## config.mk

```make
export PLATFORM = sky130hd
export DESIGN_NAME = servo_slew_ramp_pulse_mapper
export DESIGN_NICKNAME = d
export VERILOG_FILES = /design/src/hw/rtl/ssrpm_pkg.sv /design/src/hw/rtl/servo_slew_ramp_pulse_mapper.sv /design/src/hw/rtl/ssrpm_cmd_queue.sv /design/src/hw/rtl/ssrpm_front.sv /design/src/hw/rtl/ssrpm_back.sv /design/src/hw/rtl/ssrpm_mapper.sv
export SDC_FILE = /design/constraint.sdc
export NUM_CORES = 2
export LEC_CHECK = 0
export BUFFER_PORTS_ARGS = -buffer_cell sky130_fd_sc_hd__buf_4
export CORE_MARGIN = 1
export CORE_UTILIZATION = 45
export CTS_BUF_LIST = sky130_fd_sc_hd__clkbuf_4
export DETAILED_ROUTE_END_ITERATION = 6
export HOLD_SLACK_MARGIN = 0.1
export PLACE_DENSITY = 0.72
export SLEW_MARGIN = 15
export SYNTH_ARGS = -nofsm -noshare
export SYNTH_HDL_FRONTEND = slang
export SYNTH_SLANG_ARGS = --single-unit
```

## constraint.sdc

```tcl
create_clock -name clk -period 10.2 [get_ports clk]
set_input_delay 0 -clock clk [delete_from_list [all_inputs] [get_ports clk]]
set_output_delay 0 -clock clk [all_outputs]
set_load 0.03 [all_outputs]
```

## src/hw/rtl/ssrpm_pkg.sv

```systemverilog
// types, constants and codes of the servo slew ramp pulse mapper
package ssrpm_pkg;

  localparam int JOINT_COUNT = 8;
  localparam int JOINT_IDX_W = (JOINT_COUNT > 1) ? $clog2(JOINT_COUNT) : 1;
  localparam int CH_W        = 3;
  localparam int ANGLE_W     = 11;
  localparam int COUNT_W     = 12;
  localparam int US_W        = 15;

  localparam logic [1:0] REQ_SET  = 2'd0;
  localparam logic [1:0] REQ_TICK = 2'd1;
  localparam logic [1:0] REQ_STOP = 2'd2;

  localparam int PADDR_W = 6;
  localparam int PDATA_W = 64;
  localparam logic [2:0] REG_OFFSETS  = 3'd0;
  localparam logic [2:0] REG_LIM_LOW  = 3'd1;
  localparam logic [2:0] REG_LIM_HIGH = 3'd2;
  localparam logic [2:0] REG_INVERT   = 3'd3;
  localparam logic [2:0] REG_LO_US    = 3'd4;
  localparam logic [2:0] REG_HI_US    = 3'd5;
  localparam logic [2:0] REG_PERIOD   = 3'd6;

  localparam logic [63:0]     RST_OFFSETS  = 64'h0;
  localparam logic [63:0]     RST_LIM_LOW  = 64'h0A0A_0A0A_0A0A_0A0A;
  localparam logic [63:0]     RST_LIM_HIGH = 64'hAAAA_AAAA_AAAA_AAAA;
  localparam logic [7:0]      RST_INVERT   = 8'h00;
  localparam logic [US_W-1:0] DEF_LO_US    = 15'd600;
  localparam logic [US_W-1:0] DEF_HI_US    = 15'd2400;
  localparam logic [7:0]      RST_PERIOD   = 8'd10;

  localparam logic [ANGLE_W-1:0] RST_ANGLE   = 11'd900;
  localparam logic [ANGLE_W-1:0] STEP_TENTHS = 11'd15;
  localparam logic [ANGLE_W-1:0] DEADBAND    = 11'd1;
  localparam logic [ANGLE_W-1:0] FULL_SCALE  = 11'd1800;

  // count = floor(sum*64/DIV_D) under SAT_SUM, 0 if sum<0, else saturated
  localparam int SUM_W       = 29;
  localparam int SUM_LOW_W   = 26;
  localparam logic [SUM_W-1:0] SAT_SUM = 29'd36000000;
  localparam logic [19:0]      DIV_D   = 20'd562500;
  localparam logic [12:0]      RECIP_M = 13'd7635;
  localparam int RECIP_SHIFT = 26;

  localparam int CMDQ_DEPTH = 2;
  localparam int CMDQ_PTR_W = 1;

  typedef struct packed {
    logic [1:0]         req_type;
    logic [3:0]         joint;
    logic [ANGLE_W-1:0] target_angle;
  } req_item_t;

  typedef struct packed {
    logic [CH_W-1:0]    channel;
    logic [COUNT_W-1:0] pulse_count;
    logic               last;
  } res_item_t;

  typedef struct packed {
    logic [63:0]     offsets;
    logic [63:0]     lim_low;
    logic [63:0]     lim_high;
    logic [7:0]      invert;
    logic [US_W-1:0] lo_us;
    logic [US_W-1:0] hi_us;
    logic [7:0]      period;
  } cfg_t;

  typedef enum logic [1:0] {
    CMD_SET,
    CMD_RAMP,
    CMD_STOP
  } cmd_op_t;

  typedef struct packed {
    cmd_op_t                op;
    logic [JOINT_IDX_W-1:0] joint;
    logic [ANGLE_W-1:0]     angle;
  } cmd_t;

  typedef struct packed {
    logic [CH_W-1:0] ch;
    logic            last;
    logic            zero;
  } map_tag_t;

  typedef struct packed {
    map_tag_t           tag;
    logic [ANGLE_W-1:0] angle;
  } map_req_t;

  typedef enum logic [1:0] {
    BK_IDLE,
    BK_RAMP,
    BK_STOP
  } back_state_t;

endpackage

```

## src/hw/rtl/servo_slew_ramp_pulse_mapper.sv

```systemverilog
// top level of the servo slew ramp pulse mapper
//
// req channel (valid/ready, req_item_t): set target, millisecond tick, emergency off.
// res channel (valid/ready, res_item_t): one pulse count per joint, last marks
// the final item of a run. APB-style port, 64-bit data, register i at 8*i.
// A set target yields no item; the back end takes it without leaving its idle state.
// A tick that reaches the ramp period sweeps all joints, one per cycle while
// the pulse pipeline is not stalled; every joint that moves yields one item.
// Emergency off yields JOINT_COUNT items with count zero.
// The first item of a run passes the queue, the back end's sweep and the pulse
// pipeline, then at most one per cycle; the pulse pipeline is six register stages deep.
// A two-entry command queue sits between front and back, so items are taken
// while a sweep runs. When res_valid is high and res_ready is low, the pulse
// pipeline and sweep freeze, the queue fills and req_ready drops. Reset sets
// all angles to 900 tenths, the ramp timer to zero and the registers to their
// defaults; no item is in flight afterwards.
module servo_slew_ramp_pulse_mapper import ssrpm_pkg::*; (
  input  logic               clk,
  input  logic               rst,
  input  logic               req_valid,
  output logic               req_ready,
  input  req_item_t          req_data,
  output logic               res_valid,
  input  logic               res_ready,
  output res_item_t          res_data,
  input  logic               psel,
  input  logic               penable,
  input  logic               pwrite,
  input  logic [PADDR_W-1:0] paddr,
  input  logic [PDATA_W-1:0] pwdata,
  output logic [PDATA_W-1:0] prdata,
  output logic               pready
);

  cfg_t       cfg;
  logic [2:0] reg_idx;
  logic       reg_wr;

  logic     q_push;
  cmd_t     q_push_cmd;
  logic     q_full;
  logic     q_pop;
  logic     q_avail;
  cmd_t     q_head;
  logic     iss_valid;
  map_req_t iss_req;
  logic     iss_ready;

  assign pready  = 1'b1;
  assign reg_idx = paddr[PADDR_W-1:3];
  assign reg_wr  = psel && penable && pwrite;

  always_ff @(posedge clk) begin
    if (rst) begin
      cfg.offsets  <= RST_OFFSETS;
      cfg.lim_low  <= RST_LIM_LOW;
      cfg.lim_high <= RST_LIM_HIGH;
      cfg.invert   <= RST_INVERT;
      cfg.lo_us    <= DEF_LO_US;
      cfg.hi_us    <= DEF_HI_US;
      cfg.period   <= RST_PERIOD;
    end else if (reg_wr) begin
      case (reg_idx)
        REG_OFFSETS:  cfg.offsets  <= pwdata;
        REG_LIM_LOW:  cfg.lim_low  <= pwdata;
        REG_LIM_HIGH: cfg.lim_high <= pwdata;
        REG_INVERT:   cfg.invert   <= pwdata[7:0];
        REG_LO_US:    cfg.lo_us    <= pwdata[US_W-1:0];
        REG_HI_US:    cfg.hi_us    <= pwdata[US_W-1:0];
        REG_PERIOD:   cfg.period   <= pwdata[7:0];
        default:      ;
      endcase
    end
  end

  always_comb begin
    case (reg_idx)
      REG_OFFSETS:  prdata = cfg.offsets;
      REG_LIM_LOW:  prdata = cfg.lim_low;
      REG_LIM_HIGH: prdata = cfg.lim_high;
      REG_INVERT:   prdata = PDATA_W'(cfg.invert);
      REG_LO_US:    prdata = PDATA_W'(cfg.lo_us);
      REG_HI_US:    prdata = PDATA_W'(cfg.hi_us);
      REG_PERIOD:   prdata = PDATA_W'(cfg.period);
      default:      prdata = '0;
    endcase
  end

  ssrpm_front u_front (
    .clk       (clk),
    .rst       (rst),
    .req_valid (req_valid),
    .req_ready (req_ready),
    .req_data  (req_data),
    .period    (cfg.period),
    .q_full    (q_full),
    .push      (q_push),
    .push_cmd  (q_push_cmd)
  );

  ssrpm_cmd_queue u_queue (
    .clk      (clk),
    .rst      (rst),
    .push     (q_push),
    .push_cmd (q_push_cmd),
    .full     (q_full),
    .pop      (q_pop),
    .avail    (q_avail),
    .head     (q_head)
  );

  ssrpm_back u_back (
    .clk       (clk),
    .rst       (rst),
    .q_avail   (q_avail),
    .q_head    (q_head),
    .pop       (q_pop),
    .iss_valid (iss_valid),
    .iss_req   (iss_req),
    .iss_ready (iss_ready)
  );

  ssrpm_mapper u_mapper (
    .clk       (clk),
    .rst       (rst),
    .cfg       (cfg),
    .req_valid (iss_valid),
    .req       (iss_req),
    .req_ready (iss_ready),
    .res_valid (res_valid),
    .res_ready (res_ready),
    .res       (res_data)
  );

endmodule

```

## src/hw/rtl/ssrpm_cmd_queue.sv

```systemverilog
// two-entry command queue between the front and the back
module ssrpm_cmd_queue import ssrpm_pkg::*; (
  input  logic clk,
  input  logic rst,
  input  logic push,
  input  cmd_t push_cmd,
  output logic full,
  input  logic pop,
  output logic avail,
  output cmd_t head
);

  cmd_t                  slots [CMDQ_DEPTH];
  logic [CMDQ_PTR_W-1:0] wr_ptr;
  logic [CMDQ_PTR_W-1:0] rd_ptr;
  logic [CMDQ_PTR_W:0]   count;

  assign full  = (count == (CMDQ_PTR_W + 1)'(CMDQ_DEPTH));
  assign avail = (count != '0);
  assign head  = slots[rd_ptr];

  always_ff @(posedge clk) begin
    if (rst) begin
      wr_ptr <= '0;
      rd_ptr <= '0;
      count  <= '0;
    end else begin
      if (push) begin
        wr_ptr <= wr_ptr + 1'b1;
      end
      if (pop) begin
        rd_ptr <= rd_ptr + 1'b1;
      end
      if (push && !pop) begin
        count <= count + 1'b1;
      end else if (pop && !push) begin
        count <= count - 1'b1;
      end
    end
  end

  always_ff @(posedge clk) begin
    if (push) begin
      slots[wr_ptr] <= push_cmd;
    end
  end

endmodule

```

## src/hw/rtl/ssrpm_front.sv

```systemverilog
// front end: takes items, keeps the ramp timer and queues commands
module ssrpm_front import ssrpm_pkg::*; (
  input  logic       clk,
  input  logic       rst,
  input  logic       req_valid,
  output logic       req_ready,
  input  req_item_t  req_data,
  input  logic [7:0] period,
  input  logic       q_full,
  output logic       push,
  output cmd_t       push_cmd
);

  logic [7:0] ms_since_ramp;
  logic [7:0] ms_since_ramp_next;
  logic [7:0] ms_inc;
  logic       accept;

  assign req_ready = !q_full;
  assign accept    = req_valid && !q_full;
  assign ms_inc    = (ms_since_ramp == 8'hFF) ? ms_since_ramp : ms_since_ramp + 8'd1;

  always_comb begin
    push               = 1'b0;
    push_cmd.op        = CMD_SET;
    push_cmd.joint     = req_data.joint[JOINT_IDX_W-1:0];
    push_cmd.angle     = req_data.target_angle;
    ms_since_ramp_next = ms_since_ramp;
    if (accept) begin
      case (req_data.req_type)
        REQ_SET: begin
          push = (req_data.joint < 4'(JOINT_COUNT));
        end
        REQ_TICK: begin
          if (ms_inc >= period) begin
            push               = 1'b1;
            push_cmd.op        = CMD_RAMP;
            ms_since_ramp_next = '0;
          end else begin
            ms_since_ramp_next = ms_inc;
          end
        end
        REQ_STOP: begin
          push        = 1'b1;
          push_cmd.op = CMD_STOP;
        end
        default: begin
          push = 1'b0;
        end
      endcase
    end
  end

  always_ff @(posedge clk) begin
    if (rst) begin
      ms_since_ramp <= '0;
    end else begin
      ms_since_ramp <= ms_since_ramp_next;
    end
  end

endmodule

```

## src/hw/rtl/ssrpm_back.sv

```systemverilog
// back end: joint angles and the sweep sequencer for ramp and stop
module ssrpm_back import ssrpm_pkg::*; (
  input  logic     clk,
  input  logic     rst,
  input  logic     q_avail,
  input  cmd_t     q_head,
  output logic     pop,
  output logic     iss_valid,
  output map_req_t iss_req,
  input  logic     iss_ready
);

  localparam logic [JOINT_IDX_W-1:0] LAST_IDX = JOINT_IDX_W'(JOINT_COUNT - 1);

  back_state_t              state;
  back_state_t              state_next;
  logic [JOINT_IDX_W-1:0]   idx;
  logic [JOINT_IDX_W-1:0]   idx_next;
  logic [JOINT_COUNT-1:0]   mask;
  logic [JOINT_COUNT-1:0]   move_mask;
  logic [ANGLE_W-1:0]       target_angles [JOINT_COUNT];
  logic [ANGLE_W-1:0]       current_angles [JOINT_COUNT];
  logic [ANGLE_W-1:0]       step_angle;
  logic                     cur_write;

  function automatic logic [ANGLE_W-1:0] ramp_next(input logic [ANGLE_W-1:0] c,
                                                   input logic [ANGLE_W-1:0] t);
    logic [ANGLE_W-1:0] d;
    logic [ANGLE_W-1:0] r;
    if (c < t) begin
      d = t - c;
      r = (d <= STEP_TENTHS) ? t : c + STEP_TENTHS;
    end else begin
      d = c - t;
      r = (d <= STEP_TENTHS) ? t : c - STEP_TENTHS;
    end
    return r;
  endfunction

  always_comb begin
    for (int i = 0; i < JOINT_COUNT; i++) begin
      if (current_angles[i] > target_angles[i]) begin
        move_mask[i] = (current_angles[i] - target_angles[i]) > DEADBAND;
      end else begin
        move_mask[i] = (target_angles[i] - current_angles[i]) > DEADBAND;
      end
    end
  end

  assign step_angle = ramp_next(current_angles[idx], target_angles[idx]);

  always_comb begin
    state_next        = state;
    idx_next          = idx;
    pop               = 1'b0;
    iss_valid         = 1'b0;
    cur_write         = 1'b0;
    iss_req.tag.ch    = CH_W'(idx);
    iss_req.tag.last  = 1'b0;
    iss_req.tag.zero  = 1'b0;
    iss_req.angle     = step_angle;
    case (state)
      BK_IDLE: begin
        idx_next = '0;
        if (q_avail) begin
          pop = 1'b1;
          case (q_head.op)
            CMD_RAMP: state_next = BK_RAMP;
            CMD_STOP: state_next = BK_STOP;
            default:  state_next = BK_IDLE;
          endcase
        end
      end
      BK_RAMP: begin
        iss_req.tag.last = ((mask >> idx) == JOINT_COUNT'(1));
        if (iss_ready) begin
          iss_valid = mask[idx];
          cur_write = mask[idx];
          if (idx == LAST_IDX) begin
            state_next = BK_IDLE;
          end else begin
            idx_next = idx + 1'b1;
          end
        end
      end
      BK_STOP: begin
        iss_req.tag.zero = 1'b1;
        iss_req.tag.last = (idx == LAST_IDX);
        if (iss_ready) begin
          iss_valid = 1'b1;
          if (idx == LAST_IDX) begin
            state_next = BK_IDLE;
          end else begin
            idx_next = idx + 1'b1;
          end
        end
      end
      default: begin
        state_next = BK_IDLE;
      end
    endcase
  end

  always_ff @(posedge clk) begin
    if (rst) begin
      state <= BK_IDLE;
      idx   <= '0;
      mask  <= '0;
      for (int i = 0; i < JOINT_COUNT; i++) begin
        target_angles[i]  <= RST_ANGLE;
        current_angles[i] <= RST_ANGLE;
      end
    end else begin
      state <= state_next;
      idx   <= idx_next;
      if (pop && (q_head.op == CMD_RAMP)) begin
        mask <= move_mask;
      end
      if (pop && (q_head.op == CMD_SET)) begin
        target_angles[q_head.joint] <= q_head.angle;
      end
      if (cur_write) begin
        current_angles[idx] <= step_angle;
      end
    end
  end

endmodule

```

## src/hw/rtl/ssrpm_mapper.sv

```systemverilog
// angle to pulse-count pipeline with the output register
module ssrpm_mapper import ssrpm_pkg::*; (
  input  logic      clk,
  input  logic      rst,
  input  cfg_t      cfg,
  input  logic      req_valid,
  input  map_req_t  req,
  output logic      req_ready,
  output logic      res_valid,
  input  logic      res_ready,
  output res_item_t res
);

  logic adv;

  logic     v1, v2, v3, v4, v5;
  map_req_t r1;
  map_tag_t t2, t3, t4, t5;

  logic [7:0]         off_b;
  logic [7:0]         low_b;
  logic [7:0]         high_b;
  logic signed [12:0] off_x10;
  logic signed [12:0] a_sum;
  logic signed [12:0] a_inv;
  logic signed [12:0] lo_lim;
  logic signed [12:0] hi_lim;
  logic signed [12:0] a_cl;
  logic [11:0]        a2;

  logic [US_W-1:0]        lo_us;
  logic [US_W-1:0]        hi_us;
  logic signed [15:0]     us_diff;
  logic signed [SUM_W-1:0] prod3;
  logic [SUM_LOW_W-1:0]   base3;

  logic signed [SUM_W-1:0] sum4;

  logic [SUM_LOW_W+12:0]  recip_prod;
  logic [COUNT_W-1:0]     q5;
  logic [SUM_LOW_W-1:0]   s5;
  logic                   neg5;
  logic                   sat5;

  logic [31:0]            x6;
  logic [31:0]            qd6;
  logic [32:0]            rem6;
  logic [COUNT_W-1:0]     q6;
  logic [COUNT_W-1:0]     count6;

  assign adv       = !res_valid || res_ready;
  assign req_ready = adv;

  // offset, inversion and joint limits
  assign off_b   = cfg.offsets[{r1.tag.ch, 3'b000} +: 8];
  assign low_b   = cfg.lim_low[{r1.tag.ch, 3'b000} +: 8];
  assign high_b  = cfg.lim_high[{r1.tag.ch, 3'b000} +: 8];
  assign off_x10 = ({{5{off_b[7]}}, off_b} <<< 3) + ({{5{off_b[7]}}, off_b} <<< 1);
  assign a_sum   = $signed({2'b00, r1.angle}) + off_x10;
  assign a_inv   = cfg.invert[r1.tag.ch] ? $signed({2'b00, FULL_SCALE}) - a_sum : a_sum;
  assign lo_lim  = $signed(13'({5'b0, low_b}) * 13'd10);
  assign hi_lim  = $signed(13'({5'b0, high_b}) * 13'd10);

  always_comb begin
    if (a_inv < lo_lim) begin
      a_cl = lo_lim;
    end else if (a_inv > hi_lim) begin
      a_cl = hi_lim;
    end else begin
      a_cl = a_inv;
    end
  end

  // pulse span product and base
  assign lo_us   = (cfg.lo_us == '0) ? DEF_LO_US : cfg.lo_us;
  assign hi_us   = (cfg.hi_us == '0) ? DEF_HI_US : cfg.hi_us;
  assign us_diff = $signed({1'b0, hi_us}) - $signed({1'b0, lo_us});

  // reciprocal estimate, low by at most one
  assign recip_prod = sum4[SUM_LOW_W-1:0] * RECIP_M;

  // one correction step
  assign x6     = {s5, 6'b000000};
  assign qd6    = 32'(q5) * 32'(DIV_D);
  assign rem6   = {1'b0, x6} - {1'b0, qd6};
  assign q6     = (rem6 >= 33'(DIV_D)) ? q5 + 1'b1 : q5;
  assign count6 = (t5.zero || neg5) ? '0 : (sat5 ? '1 : q6);

  always_ff @(posedge clk) begin
    if (rst) begin
      v1        <= 1'b0;
      v2        <= 1'b0;
      v3        <= 1'b0;
      v4        <= 1'b0;
      v5        <= 1'b0;
      res_valid <= 1'b0;
    end else if (adv) begin
      v1        <= req_valid;
      v2        <= v1;
      v3        <= v2;
      v4        <= v3;
      v5        <= v4;
      res_valid <= v5;
    end
  end

  always_ff @(posedge clk) begin
    if (adv) begin
      r1    <= req;
      t2    <= r1.tag;
      a2    <= a_cl[11:0];
      t3    <= t2;
      prod3 <= SUM_W'($signed({1'b0, a2})) * SUM_W'(us_diff);
      base3 <= SUM_LOW_W'(lo_us) * SUM_LOW_W'(FULL_SCALE);
      t4    <= t3;
      sum4  <= $signed({3'b000, base3}) + prod3;
      t5    <= t4;
      q5    <= recip_prod[RECIP_SHIFT+COUNT_W-1:RECIP_SHIFT];
      s5    <= sum4[SUM_LOW_W-1:0];
      neg5  <= sum4[SUM_W-1];
      sat5  <= !sum4[SUM_W-1] && (sum4 >= $signed(SAT_SUM));
      res.channel     <= t5.ch;
      res.pulse_count <= count6;
      res.last        <= t5.last;
    end
  end

endmodule

```

## Word level (Yosys, flattened, before mapping)

Memories as Yosys holds them, arrays and structs flattened. A register that Yosys moved wholly into a read port is not among the register bits.
Cells that the tools add are included.

- Register bits: 454
- Bits in writable memories: 208
- Bits of input ports: 94
- Output and inout port bits: 83
- Word-level logic and storage cells: 257
- Memories kept: 3

- Add/subtract/negate cells: 33
- $mul: 6
- $lt $le $gt $ge: 35
- Equality and inequality tests: 20
- Shift-type cells: 4
- Multiplexer cells: 70
- Reductions and logical operators: 38

Memories:

| name | words | width | read ports | clocked after Yosys merged registers in | write ports | line | source |
|---|---|---|---|---|---|---|---|
| u_back.current_angles | 8 | 11 | 9 | 1 | 8 | ssrpm_back.sv:22 | `logic [ANGLE_W-1:0] current_angles [JOINT_COUNT];` |
| u_back.target_angles | 8 | 11 | 9 | 1 | 8 | ssrpm_back.sv:21 | `logic [ANGLE_W-1:0] target_angles [JOINT_COUNT];` |
| u_queue.slots | 2 | 16 | 1 | 1 | 1 | ssrpm_cmd_queue.sv:13 | `cmd_t slots [CMDQ_DEPTH];` |

Operator list:

| cell | count |
|---|---|
| one-hot mux 64 bit (7 select lines) | 1 |
| subtractor 11 bit | 18 |
| indexed part select 64 x 7 -> 8 bit | 3 |
| > comparator 11 x 1 -> 1 bit (second input constant) | 16 |
| > comparator 11 bit | 8 |
| two-way mux 11 bit | 5 |
| two-way mux 12 bit | 4 |
| multiplier 26 x 13 -> 38 bit (second input constant) | 1 |
| greater-or-equal comparator 33 x 20 -> 1 bit (second input constant) | 1 |
| subtractor 32 x 32 -> 33 bit | 1 |
| two-way mux 1 bit | 32 |
| zero test 15 bit | 2 |
| multiplier 12 x 18 -> 30 bit (second input constant) | 1 |
| two-way mux 15 bit | 2 |
| adder 27 x 29 -> 29 bit | 1 |
| greater-or-equal comparator 29 x 27 -> 1 bit (second input constant) | 1 |
| multiplier 13 x 16 -> 29 bit | 1 |
| two-way mux 3 bit | 8 |
| multiplier 15 x 8 -> 23 bit (second input constant) | 1 |
| less-or-equal comparator 11 x 4 -> 1 bit (second input constant) | 2 |
| multiplier 8 x 3 -> 11 bit (second input constant) | 2 |
| OR reduction 11 bit | 2 |
| two-way mux 8 bit | 2 |
| AND reduction 2 bit | 8 |
| 43 further kinds | 83 |

## Longest topological paths before layout

- Depth after elaboration: 10
- Depth in mapped cells: 39
- Depth with buffers taken out: 38

## Modules after synthesis

A second synthesis with hierarchy kept.

- Cells, all modules: 6416
- Area, all modules: 63250.7 um2

By module, submodules not included:

| module | instances | cells an instance | area an instance (um2) | sequential area each (um2) |
|---|---|---|---|---|
| ssrpm_mapper | 1 | 2967 | 30819.6 | 5675.4 |
| ssrpm_back | 1 | 2097 | 18676.7 | 5605.4 |
| servo_slew_ramp_pulse_mapper | 1 | 1165 | 11462.2 | 4764.6 |
| ssrpm_cmd_queue | 1 | 72 | 1363.8 | 1061.0 |
| ssrpm_front | 1 | 115 | 928.4 | 160.2 |

## Worst setup path after synthesis

Ideal clock, no wire load.

- Path kind: reg-to-reg
- Start point: reg, netlist name cfg[23]
- End point: reg u_mapper.prod3[25], data pin
- Setup time: 0.258 ns
- Arrival time: 8.100 ns
- Required time: 9.942 ns
- Slack: 1.842 ns
- Cell stages (with the launch flop): 38
- Buffers on the path: 1
- Clock period less this slack: 8.358 ns
- Cells stage by stage: dfxtp_1 inv_1 ha_1 nor4b_1 nand4_1 and2_1 inv_1 ha_1 nor2b_1 o21ai_0 a21boi_0 o21ai_0 nand2_1 a21o_1 a21oi_1 a2bb2oi_1 nor2b_1 xnor2_1 [... 2 more ...] fa_1 inv_1 fa_1 inv_1 fa_1 fa_1 fa_1 inv_1 ha_1 nand3_1 a211oi_1 nor2_1 a211o_1 o211a_1 a31oi_1 nand4_1 and4b_1 xnor2_1

- Word-level cells in the longest chain between the ends: 4

Ends and longest elaborated chain:

| what | line | source |
|---|---|---|
| zero test 15 bit | ssrpm_mapper.sv:75 | `assign lo_us = (cfg.lo_us == '0) ? DEF_LO_US : cfg.lo_us;` |
| two-way mux 15 bit | ssrpm_mapper.sv:75 |  |
| named net u_mapper.lo_us[1] | ssrpm_mapper.sv:31 | `logic [US_W-1:0] lo_us;` |
| subtractor 15 x 15 -> 16 bit | ssrpm_mapper.sv:77 | `assign us_diff = $signed({1'b0, hi_us}) - $signed({1'b0, lo_us});` |
| multiplier 13 x 16 -> 29 bit | ssrpm_mapper.sv:113 | `prod3 <= SUM_W'($signed({1'b0, a2})) * SUM_W'(us_diff);` |
| to (signal assigned) | ssrpm_mapper.sv:113 |  |
| to (decl) | ssrpm_mapper.sv:34 | `logic signed [SUM_W-1:0] prod3;` |

The timed path passes the listed nets, and every way through them passes these cells.
A chain may end at the register's enable or synchronous reset.

## Worst setup path after layout

- Start point: reg, netlist name cfg[24]
- End point: reg u_mapper.prod3[28], data pin

- Word-level cells in the longest chain between the ends: 4

Ends and longest elaborated chain:

| what | line |
|---|---|
| zero test 15 bit | ssrpm_mapper.sv:75 |
| two-way mux 15 bit (*) | ssrpm_mapper.sv:75 |
| named net u_mapper.lo_us[1] | ssrpm_mapper.sv:31 |
| subtractor 15 x 15 -> 16 bit (*) | ssrpm_mapper.sv:77 |
| multiplier 13 x 16 -> 29 bit (*) | ssrpm_mapper.sv:113 |

Mark *: on every way through the listed nets, which the timed path passes. The rest lies on a longest branch.

==> results.py <==
metrics = {
    "routing": {
        "routed_wl_mm": 168,
        "vias": 49500,
        "highest_layer": "met5",
        "viasPerCell": 5.62,
        "drt-initial-drc-count": 4537,
        "met2_length_mm": 78.8,
        "dr_wl_met3_mm": 14.5,
        "drc": 0,
        "ant_nets": 0,
        "drt_first_pass_iters": 6,
        "m1WireLength_mm": 68.3,
        "routedWlPerCell_um": 19.1,
    },
    "synth": {
        "ys.warnings.count": 0,
        "synth_seq_cells": 666,
        "synth_top_area_frac": 0.193,
        "synth_fp_nets": 7713,
        "yosysMostFrequentCell": "inv_1",
        "syn_area_per_cell_um2": 9.37,
        "yosys_most_used_dff": "edfxtp_1",
        "async_flop_share": 0,
        "synth_edf_count": 393,
        "netlist_area_um2": 61000,
        "syn_inst": 6517,
        "synth_cell_types": 92,
        "synth_top_cells_by_count": "inv_1, nand2_1, ha_1",
        "seq_area_frac_synth": 0.283,
        "synthTopCellsByArea": "edfxtp_1, ha_1, fa_1, dfxtp_1, inv_1",
        "synth_top_area_cell": "edfxtp_1",
    },
    "timing": {
        "fmax_mhz": 107,
        "hold_slack_ps": 258,
        "worst_pin_slew_ps": 1330,
        "finalCriticalPeriod_ps": 9340,
        "skew_ps": 103,
        "finalMaxSlewViolations": 0,
        "finalSetupViolCount": 0,
        "fin_crit_sh": 0.916,
        "max-slew-margin-rel": 0.0860,
        "rsz0062_at_grt": "no",
        "tns_ps": 0,
        "report.final.hold_viol_count": 0,
    },
    "global_routing": {
        "antenna_found_initial": 7,
        "overflow": 0,
        "grt_max_degree": 113,
        "grt_pass1_vias": 49300,
        "grt_pass1_wl_mm": 266,
        "grt_usage": 0.244,
    },
    "place": {
        "portBuffers": 172,
        "hpwl_mm": 124,
        "gp_congestion": 0.940,
        "placed_cells": 8234,
    },
    "critical_path": {
        "crit_path_frequent_cell": "inv_1",
        "slowest_delay_ps": 810,
        "end_kind": "flop",
        "r2r-end": "u_mapper.prod3[28]$_DFFE_PP_",
        "worstPathArrival_ps": 10180,
        "path_delay_family": "adder cells",
        "critPathBufInv": 6,
        "crit_type": "reg2reg",
        "critPathMaxFanout": 16,
        "r2r_slack_ps": 860,
        "crit_path_start_kind": "flop",
        "critPathSlowestCell": "fa_2",
        "ff2ff_path_depth": 36,
        "rr_startpoint": "cfg[24]$_SDFFE_PP0P_",
        "cp_data_required_time_ps": 11040,
    },
    "floorplanning": {
        "rows": 134,
        "die_w_um": 370,
        "dieArea_um2": 137000,
        "io-pin-count": 177,
        "initial_utilization": 0.456,
        "die_h_um": 370,
        "core_area_um2": 134000,
    },
    "run": {
        "max_cap_violations": 0,
    },
    "status": {
        "outcome": "completed",
    },
    "min_path": {
        "min-delay-start": "pwdata[28]",
        "holdPathEnd": "cfg[138]$_SDFFE_PP0P_",
        "hold_class": "in2reg",
        "whs_path_depth": 5,
    },
    "clock_network": {
        "cts_tree": "done",
        "cts_num_sinks": 666,
        "cts.clk_slew.worst_paths_ps": 70,
        "cts-root-buf": "clkbuf_4",
        "numCtsBuffers": 174,
        "cts_buffer_depth": 3,
        "worstSkewPairLatency_ps": 1180,
        "htreeDepth": 4,
    },
    "finish": {
        "layoutNonFillerInstCount": 8808,
        "finalNetCount": 8092,
        "post-route-util": 0.513,
        "drive_gt1_frac": 0.100,
        "syn_to_final_growth_pct": 12.6,
    },
}
==> cells in the final DEF, fill, tap and decap left out, types with 248 or more instances in the layout <==
cell / count
fa_1: 413
nand2_1: 809
inv_1: 821
clkbuf_4: 248
ha_1: 688
nor2_1: 494
a21oi_1: 444
dfxtp_1: 271
dlygate4sd3_1: 248
edfxtp_1: 393
==> how the worst max path moves through the flow <==
stage,startpoint,end,slack (ps),depth (start not counted)
CTS,cfg[23]$_SDFFE_PP0P_,u_mapper.prod3[28]$_DFFE_PP_,580,36
global route,cfg[23]$_SDFFE_PP0P_,u_mapper.prod3[28]$_DFFE_PP_,110,36
detailed placement,cfg[23]$_SDFFE_PP0P_,u_mapper.prod3[28]$_DFFE_PP_,640,36
global placement,cfg[23]$_SDFFE_PP0P_,u_mapper.prod3[28]$_DFFE_PP_,790,36
finish,cfg[24]$_SDFFE_PP0P_,u_mapper.prod3[28]$_DFFE_PP_,860,36
floorplan,cfg[23]$_SDFFE_PP0P_,u_mapper.prod3[25]$_DFFE_PP_,1840,37
==> worst register-to-register path, delay by kind of cell (launching register included) <==
| family | cells | cell delay [ps] |
|---|---|---|
| XOR/XNOR | 1 | 80 |
| adder cells (fa/ha/maj) | 8 | 3580 |
| flip-flops | 1 | 380 |
| AO/OA/AOI/OAI | 13 | 3010 |
| buffers and inverters | 6 | 450 |
| AND/OR/NAND/NOR | 8 | 1570 |
==> metrics by stage <==
step                instance area (um^2)  setup WS (ps)
global route                       68800            107
global placement                   63900            788
finish                             68800            856
detailed placement                 63900            639
floorplan                          61000           1840
CTS                                68700            575
==> layout make-up <==
type | instances | area, um^2
multi-input cells | 4755 | 39700
inverters | 822 | 3090
flip-flops and latches | 666 | 17300
clock inverters | 68 | 399
repair buffers | 477 | 4250
well taps | 1768 | 2210
diodes | 4 | 10.0
fillers | 11700 | 65200
clock buffers | 248 | 1860
==> cell families (layout without fill, tap and decap cells) <==
kind of cell,Yosys count,count (layout),synth area share
xor gates and xnor gates,243,243,0.0349
and+or+nand+nor,1994,1994,0.151
buffers and inverters,1096,1615,0.0679
AOI/OAI and AO/OA,1130,1130,0.118
adders and majority gates,1102,1102,0.277
muxes,285,285,0.0693
other,1,5,0.0000614
DFF,666,666,0.283
==> metal layers <==
metal	vias up	GRT usage
li1	23000	-
met3	384	0.0459
met5	-	0
met4	4	0.108
met2	2207	0.401
met1	23900	0.312
==> registers in the layout, summed over array words and instances, names as in the netlist, 2 cells and up, named ones only <==
register               cells
u_queue.slots             32
u_mapper.base3            23
u_back.state               2
u_mapper.q5               12
u_mapper.t2                5
u_back.idx                 3
cfg                      238
u_front.ms_since_ramp      8
u_mapper.s5               26
u_queue.count              2
u_mapper.sum4             29
u_back.target_angles      88
u_mapper.prod3            29
u_mapper.t5                5
u_mapper.r1               16
u_back.current_angles     88
u_back.mask                8
u_mapper.res              16
u_mapper.a2               12
u_mapper.t3                5
u_mapper.t4                5
==> timing repair <==
item / in CTS / in global routing
hold buffers: 250 / 0
setup endpoints to repair: 0 / 3
buffers inserted: 0 / 4
endpoints found under the hold margin: 724 / 0
gates resized for setup: 0 / 2
Power is not shown: default switching activity piles up to over one toggle a cycle in this logic, so the estimate is an artifact.
